===== src/rtl/brn_pkg.sv =====
`timescale 1ns / 1ps
`default_nettype none
// ----------------------------------------------------------------------------
// brn_pkg: shared definitions of the bitmap rotate unit
// Types, register and mode codes, and the unsigned Q1.14 sine table.
// ----------------------------------------------------------------------------
package brn_pkg;

   localparam int STORE_DEPTH = 8192;
   localparam int STORE_AW    = 13;
   localparam int SIDE_W      = 9;
   localparam logic [SIDE_W-1:0] MAX_SIDE = 9'd256;

   // Register indexes, taken from address bit 2.
   localparam logic REG_ANGLE = 1'b0;
   localparam logic REG_SIDE  = 1'b1;

   // Request kinds carried in tuser.
   localparam logic MODE_LOAD = 1'b0;
   localparam logic MODE_READ = 1'b1;

   localparam logic [7:0] ANGLE_RESET = 8'd0;
   localparam logic [8:0] SIDE_RESET  = 9'd32;

   typedef struct packed {
      logic [7:0] angle;
      logic [8:0] side;
   } brn_cfg_type;

   typedef struct packed {
      logic busy;
      logic pipe_active;
   } brn_stat_type;

   typedef enum logic [2:0] {
      ST_IDLE,
      ST_CHECK,
      ST_DIV,
      ST_PIX,
      ST_DONE
   } brn_state_type;

   // sin(k*pi/128) in unsigned Q1.14 for k = 0..64.
   function automatic logic [14:0] sin_q14(input logic [6:0] k);
      logic [14:0] v;
      case (k)
         7'd0:  v = 15'd0;     7'd1:  v = 15'd402;   7'd2:  v = 15'd804;
         7'd3:  v = 15'd1205;  7'd4:  v = 15'd1606;  7'd5:  v = 15'd2006;
         7'd6:  v = 15'd2404;  7'd7:  v = 15'd2801;  7'd8:  v = 15'd3196;
         7'd9:  v = 15'd3590;  7'd10: v = 15'd3981;  7'd11: v = 15'd4370;
         7'd12: v = 15'd4756;  7'd13: v = 15'd5139;  7'd14: v = 15'd5520;
         7'd15: v = 15'd5897;  7'd16: v = 15'd6270;  7'd17: v = 15'd6639;
         7'd18: v = 15'd7005;  7'd19: v = 15'd7366;  7'd20: v = 15'd7723;
         7'd21: v = 15'd8076;  7'd22: v = 15'd8423;  7'd23: v = 15'd8765;
         7'd24: v = 15'd9102;  7'd25: v = 15'd9434;  7'd26: v = 15'd9760;
         7'd27: v = 15'd10080; 7'd28: v = 15'd10394; 7'd29: v = 15'd10702;
         7'd30: v = 15'd11003; 7'd31: v = 15'd11297; 7'd32: v = 15'd11585;
         7'd33: v = 15'd11866; 7'd34: v = 15'd12140; 7'd35: v = 15'd12406;
         7'd36: v = 15'd12665; 7'd37: v = 15'd12916; 7'd38: v = 15'd13160;
         7'd39: v = 15'd13395; 7'd40: v = 15'd13623; 7'd41: v = 15'd13842;
         7'd42: v = 15'd14053; 7'd43: v = 15'd14256; 7'd44: v = 15'd14449;
         7'd45: v = 15'd14635; 7'd46: v = 15'd14811; 7'd47: v = 15'd14978;
         7'd48: v = 15'd15137; 7'd49: v = 15'd15286; 7'd50: v = 15'd15426;
         7'd51: v = 15'd15557; 7'd52: v = 15'd15679; 7'd53: v = 15'd15791;
         7'd54: v = 15'd15893; 7'd55: v = 15'd15986; 7'd56: v = 15'd16069;
         7'd57: v = 15'd16143; 7'd58: v = 15'd16207; 7'd59: v = 15'd16261;
         7'd60: v = 15'd16305; 7'd61: v = 15'd16340; 7'd62: v = 15'd16364;
         7'd63: v = 15'd16379; 7'd64: v = 15'd16384;
         default: v = 15'd0;
      endcase
      return v;
   endfunction

endpackage
`default_nettype wire


===== src/rtl/brn_csr.sv =====
`timescale 1ns / 1ps
`default_nettype none
// ----------------------------------------------------------------------------
// brn_csr: configuration registers
// APB-style access to the rotation angle and the bitmap side.
// ----------------------------------------------------------------------------
module brn_csr
   import brn_pkg::*;
(
   input  wire logic        clock,
   input  wire logic        reset,
   input  wire logic        csr_psel,
   input  wire logic        csr_penable,
   input  wire logic        csr_pwrite,
   input  wire logic [2:0]  csr_paddr,
   input  wire logic [31:0] csr_pwdata,
   output logic      [31:0] csr_prdata,
   output logic             csr_pready,
   output brn_cfg_type      cfg
);

   logic [7:0] angle_ff, angle_in;
   logic [8:0] side_ff, side_in;
   logic       wr_en;

   assign csr_pready = 1'b1;
   assign wr_en      = csr_psel & csr_penable & csr_pwrite;

   always_comb begin
      angle_in = angle_ff;
      side_in  = side_ff;
      if (wr_en) begin
         case (csr_paddr[2])
            REG_ANGLE: angle_in = csr_pwdata[7:0];
            REG_SIDE:  side_in  = csr_pwdata[8:0];
            default:   angle_in = angle_ff;
         endcase
      end
   end

   always_ff @(posedge clock) begin
      if (reset) begin
         angle_ff <= ANGLE_RESET;
         side_ff  <= SIDE_RESET;
      end else begin
         angle_ff <= angle_in;
         side_ff  <= side_in;
      end
   end

   always_comb begin
      case (csr_paddr[2])
         REG_ANGLE: csr_prdata = {24'd0, angle_ff};
         REG_SIDE:  csr_prdata = {23'd0, side_ff};
         default:   csr_prdata = 32'd0;
      endcase
   end

   assign cfg.angle = angle_ff;
   assign cfg.side  = side_ff;

endmodule
`default_nettype wire


===== config.mk =====
export PLATFORM = sky130hd
export DESIGN_NAME = brn_csr
export DESIGN_NICKNAME = d
export VERILOG_FILES = /design/src/rtl/brn_pkg.sv /design/src/rtl/brn_csr.sv
export SDC_FILE = /design/constraint.sdc
export NUM_CORES = 1
export LEC_CHECK = 0
export BUFFER_PORTS_ARGS = -buffer_cell sky130_fd_sc_hd__buf_2
export CORE_ASPECT_RATIO = 1.2
export CORE_MARGIN = 5
export CORE_UTILIZATION = 34
export DETAILED_ROUTE_END_ITERATION = 16
export PLACE_DENSITY = 0.8
export SLEW_MARGIN = 20
export SYNTH_ARGS = -nofsm -noshare
export SYNTH_HDL_FRONTEND = slang
export SYNTH_SLANG_ARGS = --single-unit
export TNS_END_PERCENT = 100

===== constraint.sdc =====
create_clock -name clock -period 0.8 [get_ports clock]
set_input_delay 0.08 -clock clock [delete_from_list [all_inputs] [get_ports clock]]
set_output_delay 0.08 -clock clock [all_outputs]
set_load 0.005 [all_outputs]

; ---- After elaboration in Yosys (flattened, before gate mapping)
; Cells that the tools add are included.
[op_classes]
muxes = 1
bitwise_logic = 3
reduce_logical = 2
[ops]
columns = operator, n
row1 = 32-bit case mux with 2 select lines, 1
row2 = 2-bit AND reduction, 2
row3 = 1-bit bitwise AND, 2
row4 = 1-bit inverter, 1
[word_totals]
reg_bits = 17
in_bits = 40
out_inout_bits = 50
word_cells = 8

; ---- Depth between registers and ports, before layout
[depth]
word_depth = 3
ltp_mapped = 3
mapped_depth_nobuf = 2

; ---- Worst setup path after synthesis
; OpenSTA, ideal clock, no wires.
[synth_path]
path_kind = in2reg
from = input csr_paddr[2]
to = register angle_ff[1]
setup_time_ns = 0.121
arrival_ns = 0.565
required_time_ns = 0.679
setup_slack_ns = 0.114
cell_stages = 3
path_buffers = 1
path_cell_list = buf_6 > nand4b_4 > mux2i_1
[synth_via]
elab_chain_cells = 2
[synth_lines]
columns = element, line
row1 = "start, declared", brn_csr.sv:15  ; input wire logic [2:0] csr_paddr,
row2 = 1-bit inverter (no source line), -
row3 = 2-bit AND reduction (no source line), -
row4 = "end signal, assigned", brn_csr.sv:46  ; angle_ff <= angle_in;
row5 = "end, declared", brn_csr.sv:22  ; logic [7:0] angle_ff, angle_in;
; Every way passes these cells.
; A chain may end at the register's enable or synchronous reset.

; ---- Worst setup path after layout
[layout_path]
from = register angle_ff[2]
to = output csr_prdata[2]
[layout_via]
elab_chain_cells = 1
[layout_lines]
columns = element, line
row1 = 32-bit case mux with 2 select lines, brn_csr.sv:52  ; case (csr_paddr[2])
row2 = "end, declared", brn_csr.sv:17  ; output logic [31:0] csr_prdata,
; Every way passes these cells. The select of a mux whose other input is x is not followed.

==> run_results.csv <==
group,metric,value,unit
place,port_buffers,40,
cells_and_area,postLayoutCoreUtil,58.4,%
drt,detail_route.iter0.violations,14,
clocking,hold_buffers,0,
drt,drtAntennaViolNets,0,
cells_and_area,finalInstanceArea,1750,µm²
drt,route.detailed.wl_per_inst,11.7,µm
cells_and_area,post_route_cells_drive_above_1_share,62.5,%
floorplanning,placeableCoreArea,3000,µm²
clocking,clk_latency,0.28,ns
logic_synthesis,yosys.cell_types.count,14,
worst_setup_path,crit_start,"angle_ff[2]$_SDFFE_PP0P_",
flow_run,max_cap_viol_count,0,
cells_and_area,fillerInstances,271,
logic_synthesis,fraction_of_the_yosys_area_taken_by_sequential_cells,32.7,%
place,place_worst_setup_slack,-0.103,ns
cells_and_area,area_growth_syn_to_layout,68.5,%
place,finalWeightedCongestion,0.674,
floorplanning,row_count,22,
cells_and_area,finalNetCount,217,
logic_synthesis,ys_warn_count,0,
timing,total_setup_violations_reported_at_the_end_of_the_flow,26,
worst_setup_path,worstPathArrival,1.00,ns
worst_setup_path,startpoint_type,"flop",
outcome,status,"finished with violations",
place,dpl_cell_area,1320,µm²
clocking,tritoncts,"done",
floorplanning,fp.dieH,70.6,µm
timing,final.setup_skew,0,ns
logic_synthesis,synthCells,103,
pwr,power_per_cell_area,972,nW/µm²
drt,drt_pre_antenna_iters,2,
cells_and_area,num_antenna_cells,0,
worst_setup_path,r2r_cells,4,
timing,final_report_hold_violation_count,0,
timing,layout_setup_ws,-0.282,ns
pwr,p_leak,0.882,nW
grt,maximum_number_of_pins_on_one_net_before_global_route_repair,19,
worst_setup_path,path_class,"reg -> out",
grt,grt_remaining_overflow,0,
floorplanning,horizontal_die_dimension,60.5,µm
timing,timing.fmax,924,MHz
worst_setup_path,r2r_end,"side_ff[5]$_SDFFE_PP1P_",
grt,grt_pass1_wl,3.59,mm
hold_path,worst_hold_path_type,"in -> reg",
timing,post-route-period-util,135,%
clocking,htreeDepth,1,
timing,min_period,1.08,ns
drt,via_count,872,
drt,drt-vias-per-instance,4.11,
worst_setup_path,setup.reg_to_reg.worst_slack,0.02,ns
clocking,numCtsBuffers,3,
timing,hold_ws,0.0461,ns
clocking,clockBufferDepth,2,
outcome,violations,"setup timing",
worst_setup_path,cp_max_fo,2,
floorplanning,floorplan.initialDensity,34.7,%
clocking,tritoncts_num_sinks,17,
pwr,power.total,1.70,mW
pwr,vdd_ir_drop_max,0.000708,V
timing,final.setup.tns,-4.31,ns
worst_setup_path,critical_path.reg2reg.startpoint,"side_ff[5]$_SDFFE_PP1P_",
drt,drc,0,
place,dpl.hpwl,1.72,mm
timing,final-max-slew-violation-count,0,
worst_setup_path,setup.worst_path.end_class,"output port",
worst_setup_path,required,0.72,ns
floorplanning,floorplan.die_area,4270,µm²
grt,groute.usage.overall,11.0,%
place,placed_cells_incl_taps,194,
worst_setup_path,setup.worst_path.end,"csr_prdata[2]",
logic_synthesis,synth_area,1040,µm²
cells_and_area,finish.cell_count_without_fillers,212,
logic_synthesis,postSynthRegisterBits,17,
floorplanning,io_pins,90,
grt,antenna_found_initial,0,
timing,rsz0062_at_grt,"true",
logic_synthesis,syn_area_per_cell,10.1,µm²
grt,grt_pass1_vias,795,
drt,route.final.wire_length,2.49,mm
clocking,clockRootBuffer,"clkbuf_4",
clocking,clk_pin_slew,0.09,ns
-- layout by cell type (no fill, tap or decap) --
cell      Yosys  routed
and2_4        0       1
and4_4        1       1
and4b_2       1       1
buf_12        0       1
buf_2         0      16
buf_4        24      13
buf_6         1      45
clkbuf_1      2       1
clkbuf_4      0       3
conb_1        2      24
dfxtp_2       0      17
mux2_2        8       2
mux2_4        0       6
mux2i_1      17      17
nand2b_1     25      23
nand2b_4      0       2
nand4b_4      1       1
nor2_1        2       1
nor2_4        0       1
-- per-layer routing --
| metal | vias up | wire, µm | global-route usage (%) |
|---|---|---|---|
| li1 | 437 | - | - |
| met1 | 397 | 932 | 13.5 |
| met2 | 38 | 1310 | 18.4 |
| met3 | 0 | 243 | 3.28 |
| met4 | 0 | 0 | 2.89 |
| met5 | - | 0 | 0 |
-- area by class of cell --
class	instances	area (µm²)	area share (%)
tap	36	45.0	2.57
sequential	17	362	20.6
timing repair buffer	75	704	40.2
clock buffer	4	26.3	1.50
multi-input combinational	80	614	35.1
-- sequential cells by signal, summed over array words and instances, names as in the netlist --
register  count
angle_ff      8
side_ff       9
-- kinds of logic after synthesis --
kind of cell  share of synthesized area, %
buf+inv                               20.6
other cells                          0.722
mux                                   25.0
flops                                 32.7
simple gates                          20.9
-- how the worst min path moves through the flow --
stage                             start                        to  slack (ns)  cells past startpoint
after floorplan           csr_pwdata[5]  angle_ff[5]$_SDFFE_PP0P_        0.24                      2
after global routing      csr_pwdata[8]   side_ff[8]$_SDFFE_PP0P_        0.03                      3
after global placement    csr_pwdata[8]   side_ff[8]$_SDFFE_PP0P_        0.35                      3
final                     csr_pwdata[8]   side_ff[8]$_SDFFE_PP0P_        0.05                      3
after CTS                 csr_pwdata[8]   side_ff[8]$_SDFFE_PP0P_        0.03                      3
after detailed placement  csr_pwdata[8]   side_ff[8]$_SDFFE_PP0P_        0.35                      3
-- report_power, final --
group | switching (mW) | internal (mW) | leakage (nW)
Clock | 0.250 | 0.193 | 0.0150
Sequential | 0.0120 | 0.867 | 0.145
Combinational | 0.150 | 0.229 | 0.723
Total | 0.412 | 1.29 | 0.882
-- synth_stat cells --
cell type  number  area share (%)
and2_2          1            0.72
and4_4          1             1.1
and4b_2         1             1.1
buf_4          24              17
buf_6           1             1.1
buf_8           1             1.4
clkbuf_1        2            0.72
conb_1          2            0.72
dfxtp_1        17              33
mux2_2          8             8.7
mux2i_1        17              16
nand2b_1       25              15
nand4b_4        1             2.3
nor2_1          2            0.72
-- repair_timing --
item                                    in CTS  in global routing
gates resized for setup                     49                 29
buffers inserted                             8                 12
pin swaps                                    1                  0
endpoints found under the hold margin        0                  0
endpoints found under the setup margin      26                 28
-- critical path, stage by stage, from the launching register on --
cell     delay (ns)
dfxtp_2        0.34
mux2_4         0.27
buf_6          0.12
(Power assumes the default switching activity.)
