===== config.mk =====
export PLATFORM = sky130hd
export DESIGN_NAME = brn_core
export DESIGN_NICKNAME = d
export VERILOG_FILES = /design/src/rtl/brn_pkg.sv /design/src/rtl/brn_core.sv
export SDC_FILE = /design/constraint.sdc
export NUM_CORES = 2
export LEC_CHECK = 0
export BUFFER_PORTS_ARGS = -buffer_cell sky130_fd_sc_hd__buf_2
export CORE_UTILIZATION = 25
export CTS_CLUSTER_SIZE = 40
export DETAILED_ROUTE_END_ITERATION = 16
export GPL_ROUTABILITY_DRIVEN = 0
export PLACE_DENSITY = 0.36
export SYNTH_ARGS = -nofsm -noshare
export SYNTH_HDL_FRONTEND = slang
export SYNTH_SLANG_ARGS = --single-unit
export TNS_END_PERCENT = 5

===== constraint.sdc =====
create_clock -name clock -period 11.1 [get_ports clock]
set_clock_uncertainty 0.05 [all_clocks]
set_input_delay 0.555 -clock clock [delete_from_list [all_inputs] [get_ports clock]]
set_output_delay 0.555 -clock clock [all_outputs]
set_load 0.01 [all_outputs]

===== src/rtl/brn_pkg.sv =====
`timescale 1ns / 1ps
`default_nettype none
// ----------------------------------------------------------------------------
// brn_pkg: shared definitions of the bitmap rotate unit
// Types, register and mode codes, and the unsigned Q1.14 sine table.
// ----------------------------------------------------------------------------
package brn_pkg;

   localparam int STORE_DEPTH = 8192;
   localparam int STORE_AW    = 13;
   localparam int SIDE_W      = 9;
   localparam logic [SIDE_W-1:0] MAX_SIDE = 9'd256;

   // Register indexes, taken from address bit 2.
   localparam logic REG_ANGLE = 1'b0;
   localparam logic REG_SIDE  = 1'b1;

   // Request kinds carried in tuser.
   localparam logic MODE_LOAD = 1'b0;
   localparam logic MODE_READ = 1'b1;

   localparam logic [7:0] ANGLE_RESET = 8'd0;
   localparam logic [8:0] SIDE_RESET  = 9'd32;

   typedef struct packed {
      logic [7:0] angle;
      logic [8:0] side;
   } brn_cfg_type;

   typedef struct packed {
      logic busy;
      logic pipe_active;
   } brn_stat_type;

   typedef enum logic [2:0] {
      ST_IDLE,
      ST_CHECK,
      ST_DIV,
      ST_PIX,
      ST_DONE
   } brn_state_type;

   // sin(k*pi/128) in unsigned Q1.14 for k = 0..64.
   function automatic logic [14:0] sin_q14(input logic [6:0] k);
      logic [14:0] v;
      case (k)
         7'd0:  v = 15'd0;     7'd1:  v = 15'd402;   7'd2:  v = 15'd804;
         7'd3:  v = 15'd1205;  7'd4:  v = 15'd1606;  7'd5:  v = 15'd2006;
         7'd6:  v = 15'd2404;  7'd7:  v = 15'd2801;  7'd8:  v = 15'd3196;
         7'd9:  v = 15'd3590;  7'd10: v = 15'd3981;  7'd11: v = 15'd4370;
         7'd12: v = 15'd4756;  7'd13: v = 15'd5139;  7'd14: v = 15'd5520;
         7'd15: v = 15'd5897;  7'd16: v = 15'd6270;  7'd17: v = 15'd6639;
         7'd18: v = 15'd7005;  7'd19: v = 15'd7366;  7'd20: v = 15'd7723;
         7'd21: v = 15'd8076;  7'd22: v = 15'd8423;  7'd23: v = 15'd8765;
         7'd24: v = 15'd9102;  7'd25: v = 15'd9434;  7'd26: v = 15'd9760;
         7'd27: v = 15'd10080; 7'd28: v = 15'd10394; 7'd29: v = 15'd10702;
         7'd30: v = 15'd11003; 7'd31: v = 15'd11297; 7'd32: v = 15'd11585;
         7'd33: v = 15'd11866; 7'd34: v = 15'd12140; 7'd35: v = 15'd12406;
         7'd36: v = 15'd12665; 7'd37: v = 15'd12916; 7'd38: v = 15'd13160;
         7'd39: v = 15'd13395; 7'd40: v = 15'd13623; 7'd41: v = 15'd13842;
         7'd42: v = 15'd14053; 7'd43: v = 15'd14256; 7'd44: v = 15'd14449;
         7'd45: v = 15'd14635; 7'd46: v = 15'd14811; 7'd47: v = 15'd14978;
         7'd48: v = 15'd15137; 7'd49: v = 15'd15286; 7'd50: v = 15'd15426;
         7'd51: v = 15'd15557; 7'd52: v = 15'd15679; 7'd53: v = 15'd15791;
         7'd54: v = 15'd15893; 7'd55: v = 15'd15986; 7'd56: v = 15'd16069;
         7'd57: v = 15'd16143; 7'd58: v = 15'd16207; 7'd59: v = 15'd16261;
         7'd60: v = 15'd16305; 7'd61: v = 15'd16340; 7'd62: v = 15'd16364;
         7'd63: v = 15'd16379; 7'd64: v = 15'd16384;
         default: v = 15'd0;
      endcase
      return v;
   endfunction

endpackage
`default_nettype wire


===== src/rtl/brn_core.sv =====
`timescale 1ns / 1ps
`default_nettype none
// ----------------------------------------------------------------------------
// brn_core: request sequencer and pixel fetch pipeline
// Splits the byte position into row and column, then walks eight pixels
// through the rotate, flip and store read stages.
// ----------------------------------------------------------------------------
module brn_core
   import brn_pkg::*;
(
   input  wire logic                clock,
   input  wire logic                reset,
   input  brn_cfg_type              cfg,
   input  wire logic                req_tvalid,
   output logic                     req_tready,
   input  wire logic [23:0]         req_tdata,
   input  wire logic                req_tuser,
   output logic                     rsp_tvalid,
   input  wire logic                rsp_tready,
   output logic      [7:0]          rsp_tdata,
   output logic                     ram_we,
   output logic      [STORE_AW-1:0] ram_waddr,
   output logic      [7:0]          ram_wdata,
   output logic      [STORE_AW-1:0] ram_raddr,
   input  wire logic [7:0]          ram_rdata,
   output brn_stat_type             stat
);

   // Returns {in_range, coordinate} for a Q14 sum truncated toward zero.
   function automatic logic [8:0] coord_decode(input logic [27:0] v, input logic [8:0] side);
      logic       ok;
      logic [7:0] crd;
      if (v[27]) begin
         ok  = (&v[27:14]) && (|v[13:0]);
         crd = 8'd0;
      end else begin
         ok  = ({5'd0, side} > v[27:14]);
         crd = v[21:14];
      end
      return {ok, crd};
   endfunction

   brn_state_type state_ff, state_in;

   logic [8:0]         side_ff, side_in;
   logic [1:0]         quad_ff, quad_in;
   logic signed [15:0] cos_ff, cos_in;
   logic signed [15:0] sin_ff, sin_in;
   logic [15:0]        rem_ff, rem_in;
   logic [8:0]         row_ff, row_in;
   logic [2:0]         cnt_ff, cnt_in;
   logic [2:0]         iss_ff, iss_in;
   logic               iss_on_ff, iss_on_in;
   logic [7:0]         res_ff, res_in;
   logic               rsp_valid_ff, rsp_valid_in;
   logic [7:0]         rsp_data_ff, rsp_data_in;

   // Pipeline stage registers.
   logic               v1_ff, v1_in, v2_ff, v2_in, v3_ff, v3_in;
   logic [2:0]         k1_ff, k1_in, k2_ff, k2_in, k3_ff, k3_in;
   logic               ok1_ff, ok1_in, ok2_ff, ok2_in, ok3_ff, ok3_in;
   logic signed [25:0] pxc_ff, pxc_in, pys_ff, pys_in, pyc_ff, pyc_in, pxs_ff, pxs_in;
   logic [7:0]         xs2_ff, xs2_in, ys2_ff, ys2_in;
   logic [2:0]         bit3_ff, bit3_in;

   // Request fields and configuration decode.
   logic [12:0] byte_index;
   logic [7:0]  load_data;
   logic [8:0]  side_eff;
   logic [7:0]  angle_sum;
   logic [1:0]  quad_new;
   logic [7:0]  resid;
   logic [7:0]  mag;
   logic [14:0] sin_mag;
   logic [15:0] sin_ext;

   assign byte_index = req_tdata[12:0];
   assign load_data  = req_tdata[20:13];
   assign side_eff   = (cfg.side > MAX_SIDE) ? MAX_SIDE : {cfg.side[8:1], 1'b0};
   assign angle_sum  = cfg.angle + 8'd32;
   assign quad_new   = angle_sum[7:6];
   assign resid      = cfg.angle - {quad_new, 6'd0};
   assign mag        = resid[7] ? (8'd0 - resid) : resid;
   assign sin_mag    = sin_q14(mag[6:0]);
   assign sin_ext    = {1'b0, sin_mag};

   // Divider step and range check.
   logic [7:0]  shift;
   logic [17:0] total;
   logic [16:0] dvs;
   logic        dvs_fit;
   logic [8:0]  col_next;

   assign shift    = side_ff[8:1];
   assign total    = {9'd0, side_ff} * {9'd0, side_ff};
   assign dvs      = {8'd0, side_ff} << cnt_ff;
   assign dvs_fit  = ({1'b0, rem_ff} >= dvs);
   assign col_next = {1'b0, rem_ff[7:0]} + 9'd1;

   // Stage 1: centered coordinates and the four products.
   logic        issue;
   logic signed [9:0]  x_pix, y_pix;
   logic signed [25:0] x_wide, y_wide, cos_wide, sin_wide;

   assign issue    = (state_ff == ST_PIX) && iss_on_ff;
   assign x_pix    = {2'b00, rem_ff[7:0]} - {2'b00, shift};
   assign y_pix    = {1'b0, row_ff} - {2'b00, shift};
   assign x_wide   = {{16{x_pix[9]}}, x_pix};
   assign y_wide   = {{16{y_pix[9]}}, y_pix};
   assign cos_wide = {{10{cos_ff[15]}}, cos_ff};
   assign sin_wide = {{10{sin_ff[15]}}, sin_ff};
   assign v1_in    = issue;
   assign k1_in    = iss_ff;
   assign ok1_in   = (row_ff < side_ff);
   assign pxc_in   = x_wide * cos_wide;
   assign pys_in   = y_wide * sin_wide;
   assign pyc_in   = y_wide * cos_wide;
   assign pxs_in   = x_wide * sin_wide;

   // Stage 2: rotated sums, truncation and bounds.
   logic [27:0] shift_term, sum_x, sum_y;
   logic [8:0]  dec_x, dec_y;

   assign shift_term = {6'd0, shift, 14'd0};
   assign sum_x  = {{2{pxc_ff[25]}}, pxc_ff} - {{2{pys_ff[25]}}, pys_ff} + shift_term;
   assign sum_y  = {{2{pyc_ff[25]}}, pyc_ff} + {{2{pxs_ff[25]}}, pxs_ff} + shift_term;
   assign dec_x  = coord_decode(sum_x, side_ff);
   assign dec_y  = coord_decode(sum_y, side_ff);
   assign v2_in  = v1_ff;
   assign k2_in  = k1_ff;
   assign ok2_in = ok1_ff & dec_x[8] & dec_y[8];
   assign xs2_in = dec_x[7:0];
   assign ys2_in = dec_y[7:0];

   // Stage 3: quadrant flip and store address.
   logic [7:0]  side_m1;
   logic [8:0]  side_m1_full;
   logic [7:0]  src_row, src_col;
   logic [15:0] src_pix;

   assign side_m1_full = side_ff - 9'd1;
   assign side_m1      = side_m1_full[7:0];

   always_comb begin
      case (quad_ff)
         2'd0: begin
            src_row = ys2_ff;
            src_col = xs2_ff;
         end
         2'd1: begin
            src_row = xs2_ff;
            src_col = side_m1 - ys2_ff;
         end
         2'd2: begin
            src_row = side_m1 - ys2_ff;
            src_col = side_m1 - xs2_ff;
         end
         default: begin
            src_row = side_m1 - xs2_ff;
            src_col = ys2_ff;
         end
      endcase
   end

   assign src_pix   = {8'd0, src_row} * {7'd0, side_ff} + {8'd0, src_col};
   assign ram_raddr = src_pix[15:3];
   assign v3_in     = v2_ff;
   assign k3_in     = k2_ff;
   assign ok3_in    = ok2_ff;
   assign bit3_in   = src_pix[2:0];

   // Sequencer.
   always_comb begin
      state_in     = state_ff;
      side_in      = side_ff;
      quad_in      = quad_ff;
      cos_in       = cos_ff;
      sin_in       = sin_ff;
      rem_in       = rem_ff;
      row_in       = row_ff;
      cnt_in       = cnt_ff;
      iss_in       = iss_ff;
      iss_on_in    = iss_on_ff;
      res_in       = res_ff;
      rsp_valid_in = rsp_valid_ff & ~rsp_tready;
      rsp_data_in  = rsp_data_ff;
      ram_we       = 1'b0;
      req_tready   = (state_ff == ST_IDLE);

      case (state_ff)
         ST_IDLE: begin
            if (req_tvalid) begin
               side_in = side_eff;
               quad_in = quad_new;
               cos_in  = {1'b0, sin_q14(7'd64 - mag[6:0])};
               sin_in  = resid[7] ? (16'd0 - sin_ext) : sin_ext;
               rem_in  = {byte_index, 3'b000};
               res_in  = 8'd0;
               if (req_tuser == MODE_LOAD) begin
                  ram_we   = 1'b1;
                  state_in = ST_DONE;
               end else begin
                  state_in = ST_CHECK;
               end
            end
         end
         ST_CHECK: begin
            // A first pixel beyond the bitmap leaves the whole byte zero.
            if ((side_ff == 9'd0) || ({2'b00, rem_ff} >= total)) begin
               state_in = ST_DONE;
            end else begin
               row_in   = 9'd0;
               cnt_in   = 3'd7;
               state_in = ST_DIV;
            end
         end
         ST_DIV: begin
            if (dvs_fit) begin
               rem_in = rem_ff - dvs[15:0];
               row_in = row_ff | (9'd1 << cnt_ff);
            end
            if (cnt_ff == 3'd0) begin
               iss_in    = 3'd0;
               iss_on_in = 1'b1;
               state_in  = ST_PIX;
            end else begin
               cnt_in = cnt_ff - 3'd1;
            end
         end
         ST_PIX: begin
            if (iss_on_ff) begin
               if (col_next == side_ff) begin
                  rem_in = 16'd0;
                  row_in = row_ff + 9'd1;
               end else begin
                  rem_in = {7'd0, col_next};
               end
               iss_in = iss_ff + 3'd1;
               if (iss_ff == 3'd7) begin
                  iss_on_in = 1'b0;
               end
            end
            if (v3_ff && (k3_ff == 3'd7)) begin
               state_in = ST_DONE;
            end
         end
         ST_DONE: begin
            if (!rsp_valid_ff || rsp_tready) begin
               rsp_valid_in = 1'b1;
               rsp_data_in  = res_ff;
               state_in     = ST_IDLE;
            end
         end
         default: begin
            state_in = ST_IDLE;
         end
      endcase

      if (v3_ff) begin
         res_in[k3_ff] = ok3_ff & ram_rdata[bit3_ff];
      end
   end

   always_ff @(posedge clock) begin
      if (reset) begin
         state_ff <= ST_IDLE;
      end else begin
         state_ff <= state_in;
      end
   end

   always_ff @(posedge clock) begin
      if (reset) begin
         iss_on_ff    <= 1'b0;
         rsp_valid_ff <= 1'b0;
         v1_ff        <= 1'b0;
         v2_ff        <= 1'b0;
         v3_ff        <= 1'b0;
      end else begin
         iss_on_ff    <= iss_on_in;
         rsp_valid_ff <= rsp_valid_in;
         v1_ff        <= v1_in;
         v2_ff        <= v2_in;
         v3_ff        <= v3_in;
      end
   end

   always_ff @(posedge clock) begin
      side_ff     <= side_in;
      quad_ff     <= quad_in;
      cos_ff      <= cos_in;
      sin_ff      <= sin_in;
      rem_ff      <= rem_in;
      row_ff      <= row_in;
      cnt_ff      <= cnt_in;
      iss_ff      <= iss_in;
      res_ff      <= res_in;
      rsp_data_ff <= rsp_data_in;
      k1_ff       <= k1_in;
      k2_ff       <= k2_in;
      k3_ff       <= k3_in;
      ok1_ff      <= ok1_in;
      ok2_ff      <= ok2_in;
      ok3_ff      <= ok3_in;
      pxc_ff      <= pxc_in;
      pys_ff      <= pys_in;
      pyc_ff      <= pyc_in;
      pxs_ff      <= pxs_in;
      xs2_ff      <= xs2_in;
      ys2_ff      <= ys2_in;
      bit3_ff     <= bit3_in;
   end

   assign ram_waddr        = byte_index;
   assign ram_wdata        = load_data;
   assign rsp_tvalid       = rsp_valid_ff;
   assign rsp_tdata        = rsp_data_ff;
   assign stat.busy        = (state_ff != ST_IDLE);
   assign stat.pipe_active = v1_ff | v2_ff | v3_ff;

endmodule
`default_nettype wire


# After elaboration in Yosys (flattened, before gate mapping)
# Memory sizes are Yosys's and may differ from the RTL's. A register that Yosys moved wholly into a read port is not among the register bits.
# Cells that the tools add are included.
# classes
reduce_logical	29
bitwise_logic	8
n_lt_le_gt_ge	9
n_mul	6
n_addsub	20
shifts	2
n_eq_ne	18
muxes	46
# ops
op	n
$add 27x23->28	2
$mul 10x16->26	2
$mul 9x16->25	2
$mux 16	3
$pmux 16 s3	1
$pmux 8 s3	2
$mux 9	5
$mux 3	10
$gt 9x14->1	2
$reduce_and 14->1	2
$reduce_or 14->1	2
$add 26x25->27	1
$pmux 9 s3	1
$sub 25x26->27	1
$mux 8	3
$sub 8x8->8	3
$ge 16x18->1	1
$mul 9x9->18	1
$ge 16x17->1	1
$shl 9x3->17	1
$add 16x8->16	1
$mul 8x9->16	1
$sub 1x15->16 const A	1
$sub 16x16->16	1
48 further kinds	88
# totals
mem_bits_ro	3840
inputBits	54
memories	2
output_inout_bits	47
ff_bits	215
wordCells	170
# memory_table
memory	words	width	read_ports	rd_clocked_by_memory_dff	wr	line	rtl
(no name shown)	128	15	1	1	0	brn_pkg.sv:46	case (k)
(no name shown)	128	15	1	0	0	brn_pkg.sv:46	

# Depth between registers and ports, before layout
# depth
word_depth	7
mapped_depth	34
mapped_depth_nobuf	33

# Worst setup path before layout
# OpenSTA, ideal clock, no wires.
# synth_path
path_kind	reg-to-reg
start	register side_ff[2]
end	register pyc_ff[25]
arrival_ns	7.740
period_less_slack_ns	7.910
stages_incl_launch_ff	31
t_required_ns	10.930
path_buffers	1
setup_time_ns	0.120
setup_slack_ns	3.190
path_cell_list	edfxtp_1 > clkinv_1 > fa_1 > a21o_1 > a21oi_1 > o21ai_0 > a21oi_1 > o21bai_1 > a21oi_1 > xor2_1 > clkbuf_1 > nand2_1 > fa_1 > fa_1 > inv_1 > fa_1 > fa_1 > inv_1 > fa_1 > inv_1 > ha_1 > a21oi_1 > o21ai_0 > a211oi_1 > o31ai_1 > or4_1 > a31o_2 > a21o_1 > a21oi_1 > a21oi_1 > xnor2_1
# synth_via
elab_chain_cells	2
# synth_lines
element	line	rtl
start, declared	brn_core.sv:45	logic [8:0] side_ff, side_in;
start signal, assigned	brn_core.sv:289	side_ff <= side_in;
$sub 9x8->10	brn_core.sv:107	assign y_pix = {1'b0, row_ff} - {2'b00, shift};
$mul 10x16->26	brn_core.sv:117	assign pyc_in = y_wide * cos_wide;
via pyc_in[25]	brn_core.sv:62	logic signed [25:0] pxc_ff, pxc_in, pys_ff, pys_in, pyc_ff, pyc_in, pxs_ff, pxs_in;
end signal, assigned	brn_core.sv:307	pyc_ff <= pyc_in;
end, declared	brn_core.sv:62	
# The timed path passes the listed nets, and every way through them passes these cells.
# A chain may end at the register's enable or synchronous reset.

# Worst setup path after layout
# layout_path
start	register side_ff[1]
end	output port ram_raddr[12]
# layout_via
elab_chain_cells	5
elab_cells_between_ends	7
classes_between	add/sub: 4; mul: 1; mux: 2
# layout_lines
element	line	rtl
$sub 8x1->8	brn_core.sv:141	assign side_m1_full = side_ff - 9'd1;
$sub 8x8->8, on equally long branches	-	
$pmux 8 s3	brn_core.sv:145	case (quad_ff)
$mul 8x9->16	brn_core.sv:165	assign src_pix = {8'd0, src_row} * {7'd0, side_ff} + {8'd0, src_col};
$add 16x8->16 (*)	brn_core.sv:165	
end, declared	brn_core.sv:24	output logic [STORE_AW-1:0] ram_raddr,
# Mark *: on every way between the ends. The rest lies on a longest branch, timed or not.

==> flow_summary.yaml <==
grt:
  grt-ovfl-total: 0
  grt_use_total_pct: 15.36
  grt_max_degree: 53
  antenna_found_initial: 8
  grt_pass1_vias: 33460
  grt_pass1_wl_um: 200200
clock_tree:
  cts_tree: "yes"
  clkSlewWorstSetupHoldPaths_ns: 0.06
  post-cts-setup-buffers: 0
  cts_max_level: 2
  clk_path_buf_depth: 3
  clock_latency_ns: 0.60
  cts-root-buf: "clkbuf_16"
  clkSinkCount: 229
  numCtsBuffers: 35
  hold_buffers: 0
  ctsResizeCount: 0
critical_path:
  cp_slowest_stage_delay_ns: 0.78
  critPathLaunch: "side_ff[1]"
  crit_type: "reg -> out"
  cpMaxStageDelayCell: "clkinv_1"
  required_ns: 10.50
  endpoint: "ram_raddr[12]"
  r2r-end: "pyc_ff[25]"
  crit_arrival_ns: 8.64
  crit_path_start_kind: "register"
  crit_path_max_fanout: 23
  regToRegSetupSlack_ns: 2.02
  cp-end-kind: "output pin"
  r2r_start: "side_ff[2]"
  rr_worst_depth: 33
timing:
  hold_violations: 0
  maxSlewViolCount: 0
  setup_viol: 0
  finalWorstSetupSlack_ns: 1.856
  finalSetupTns_ns: 0
  max_slew_margin_pct: 22.40
  min_period_ns: 9.244
  fmax_ghz: 0.1082
  fin_crit_sh_pct: 83.28
  worst_pin_slew_ns: 1.156
  rsz0062_at_grt: "no"
detailed_routing:
  dr.first_iter.drc_count: 1542
  vias: 31520
  drc: 0
  drtPass1Iterations: 5
  ant_nets: 0
  wl_per_cell_um: 18.25
  wl_um: 126100
  viasPerCell: 4.561
floorplan:
  pin_count: 101
  die_w_um: 408.4
  row_count: 148
  die_h_um: 408.4
  die_area_mm2: 0.1668
  core_mm2: 0.1633
  initial_core_util_pct: 25.28
synth:
  syn_avg_cell_area_um2: 8.677
  synth_edf_count: 80
  yosys_register_bits: 229
  synthTopCellsByArea: "fa_1 26%, ha_1 16%, dfxtp_1 7.2%"
  seq_area_frac_synth_pct: 13.04
  synth_fp_nets: 5874
  ys_warn_count: 0
  async_flop_share_pct: 0
  netlist_area_mm2: 0.04128
  synthDistinctLibCells: 103
  synth.top_cell.area_share_pct: 26.19
  synth-main-ff-cell: "dfxtp_1"
  synthCells: 4758
  yosysTopAreaCell: "fa_1"
place:
  io_buffers: 80
  place_ws_ns: 1.985
  place_hpwl_um: 96060
run:
  maxCapViolCount: 0
finish:
  fill_cells: 17700
  syn_to_final_growth_pct: 9.789
  layout.nets: 5826
  multi_input_area_mm2: 0.03199
  seq_area_mm2: 0.005385
  antenna_cells: 0
  drive_gt1_share_pct: 6.862
hold_path:
  hold_path.class: "in -> reg"
status:
  outcome: "finished, final reports clean"
## flip-flops by register name, summed over array words and instances, names as in the netlist, 8 cells and up
signal	cells
cos_ff	15
pxc_ff	25
pxs_ff	25
pyc_ff	26
pys_ff	26
rem_ff	16
res_ff	8
row_ff	9
rsp_tdata	8
side_ff	8
sin_ff	16
xs2_ff	8
ys2_ff	8
## stage by stage
step                      instance area [um2]  hold slack (ns)  utilization [%]  cells
after CTS                               45320           0.1378            27.75   6911
after floorplan                         41280           0.2596                -   4758
after global routing                    45320           0.1585            27.75   6911
after global placement                  44120           0.2600            27.01   6848
final                                   45320           0.1830            27.75   6911
after detailed placement                44120           0.2621            27.01   6848
## worst min-delay path by stage
| stage | to | start | depth (start not counted) |
|---|---|---|---|
| floorplan | k2_ff[0] | k1_ff[0] | 0 |
| global placement | k2_ff[1] | k1_ff[1] | 0 |
| detailed placement | k3_ff[0] | k2_ff[0] | 0 |
| CTS | rsp_tvalid | reset | 2 |
| global route | rsp_tvalid | reset | 2 |
| finish | rsp_tvalid | reset | 2 |
## worst max-delay path: cells and delay by family (launching register included)
kind / cells / cell delay [ns]
mux: 1 / 0.59
fa+ha+maj: 7 / 3.11
simple gates: 4 / 0.38
buf+inv: 7 / 1.52
compound gates: 11 / 1.88
flops: 1 / 0.32
xor+xnor: 2 / 0.25
## routing by layer
metal | GRT usage [%] | up-vias | part of all wire (%)
met2 | 25.53 | 447 | 46
met5 | 0 | - | 0.021
met1 | 21.30 | 15660 | 49
li1 | - | 15310 | -
met4 | 3.280 | 4 | 1.9
met3 | 1.715 | 99 | 3.2
## placed cells by master, fill, tap and decap left out, types with 37 or more instances in the layout
cell,instances
buf_2,80
xor2_1,70
buf_4,86
nand3_1,75
a21oi_1,231
xnor2_1,162
dfxtp_1,149
nor3_1,72
nand2_1,455
and2_1,265
edfxtp_1,80
nor2_1,233
clkbuf_16,37
inv_1,780
a21o_1,50
fa_1,540
a211oi_1,41
ha_1,522
nor2b_1,73
o21ai_0,162
nand2b_1,81
## cells in the mapped netlist, types with 16 or more instances
library cell / instances
inv_1: 781
fa_1: 540
ha_1: 522
nand2_1: 455
and2_1: 265
nor2_1: 234
a21oi_1: 232
clkbuf_1: 190
xnor2_1: 172
o21ai_0: 162
dfxtp_1: 149
nand2b_1: 81
edfxtp_1: 80
xor2_1: 76
nand3_1: 75
nor2b_1: 73
nor3_1: 72
a21o_1: 50
a211oi_1: 41
buf_4: 34
o21bai_1: 33
o21a_1: 28
a31oi_1: 25
o211ai_1: 24
nand4_1: 19
or2_2: 18
buf_2: 16
## cell type report
type                       count  area share (%)
inverter                     792           6.559
clock buffer                  45           2.175
tap                         2175           6.004
timing repair buffer         166           2.308
sequential                   229           11.88
clock inverter                18          0.4831
multi-input combinational   3486           70.59
## kinds of logic after synthesis
family | Yosys count | share of synthesized area (%)
AOI/OAI and AO/OA | 773 | 12.17
adders and majority gates | 1063 | 42.03
buffers and inverters | 1043 | 9.844
DFF | 229 | 13.04
and+or+nand+nor | 1368 | 16.33
xor gates and xnor gates | 249 | 5.316
muxes | 33 | 1.267
Power is not shown: default switching activity piles up to over one toggle a cycle in this logic, so the estimate is an artifact.
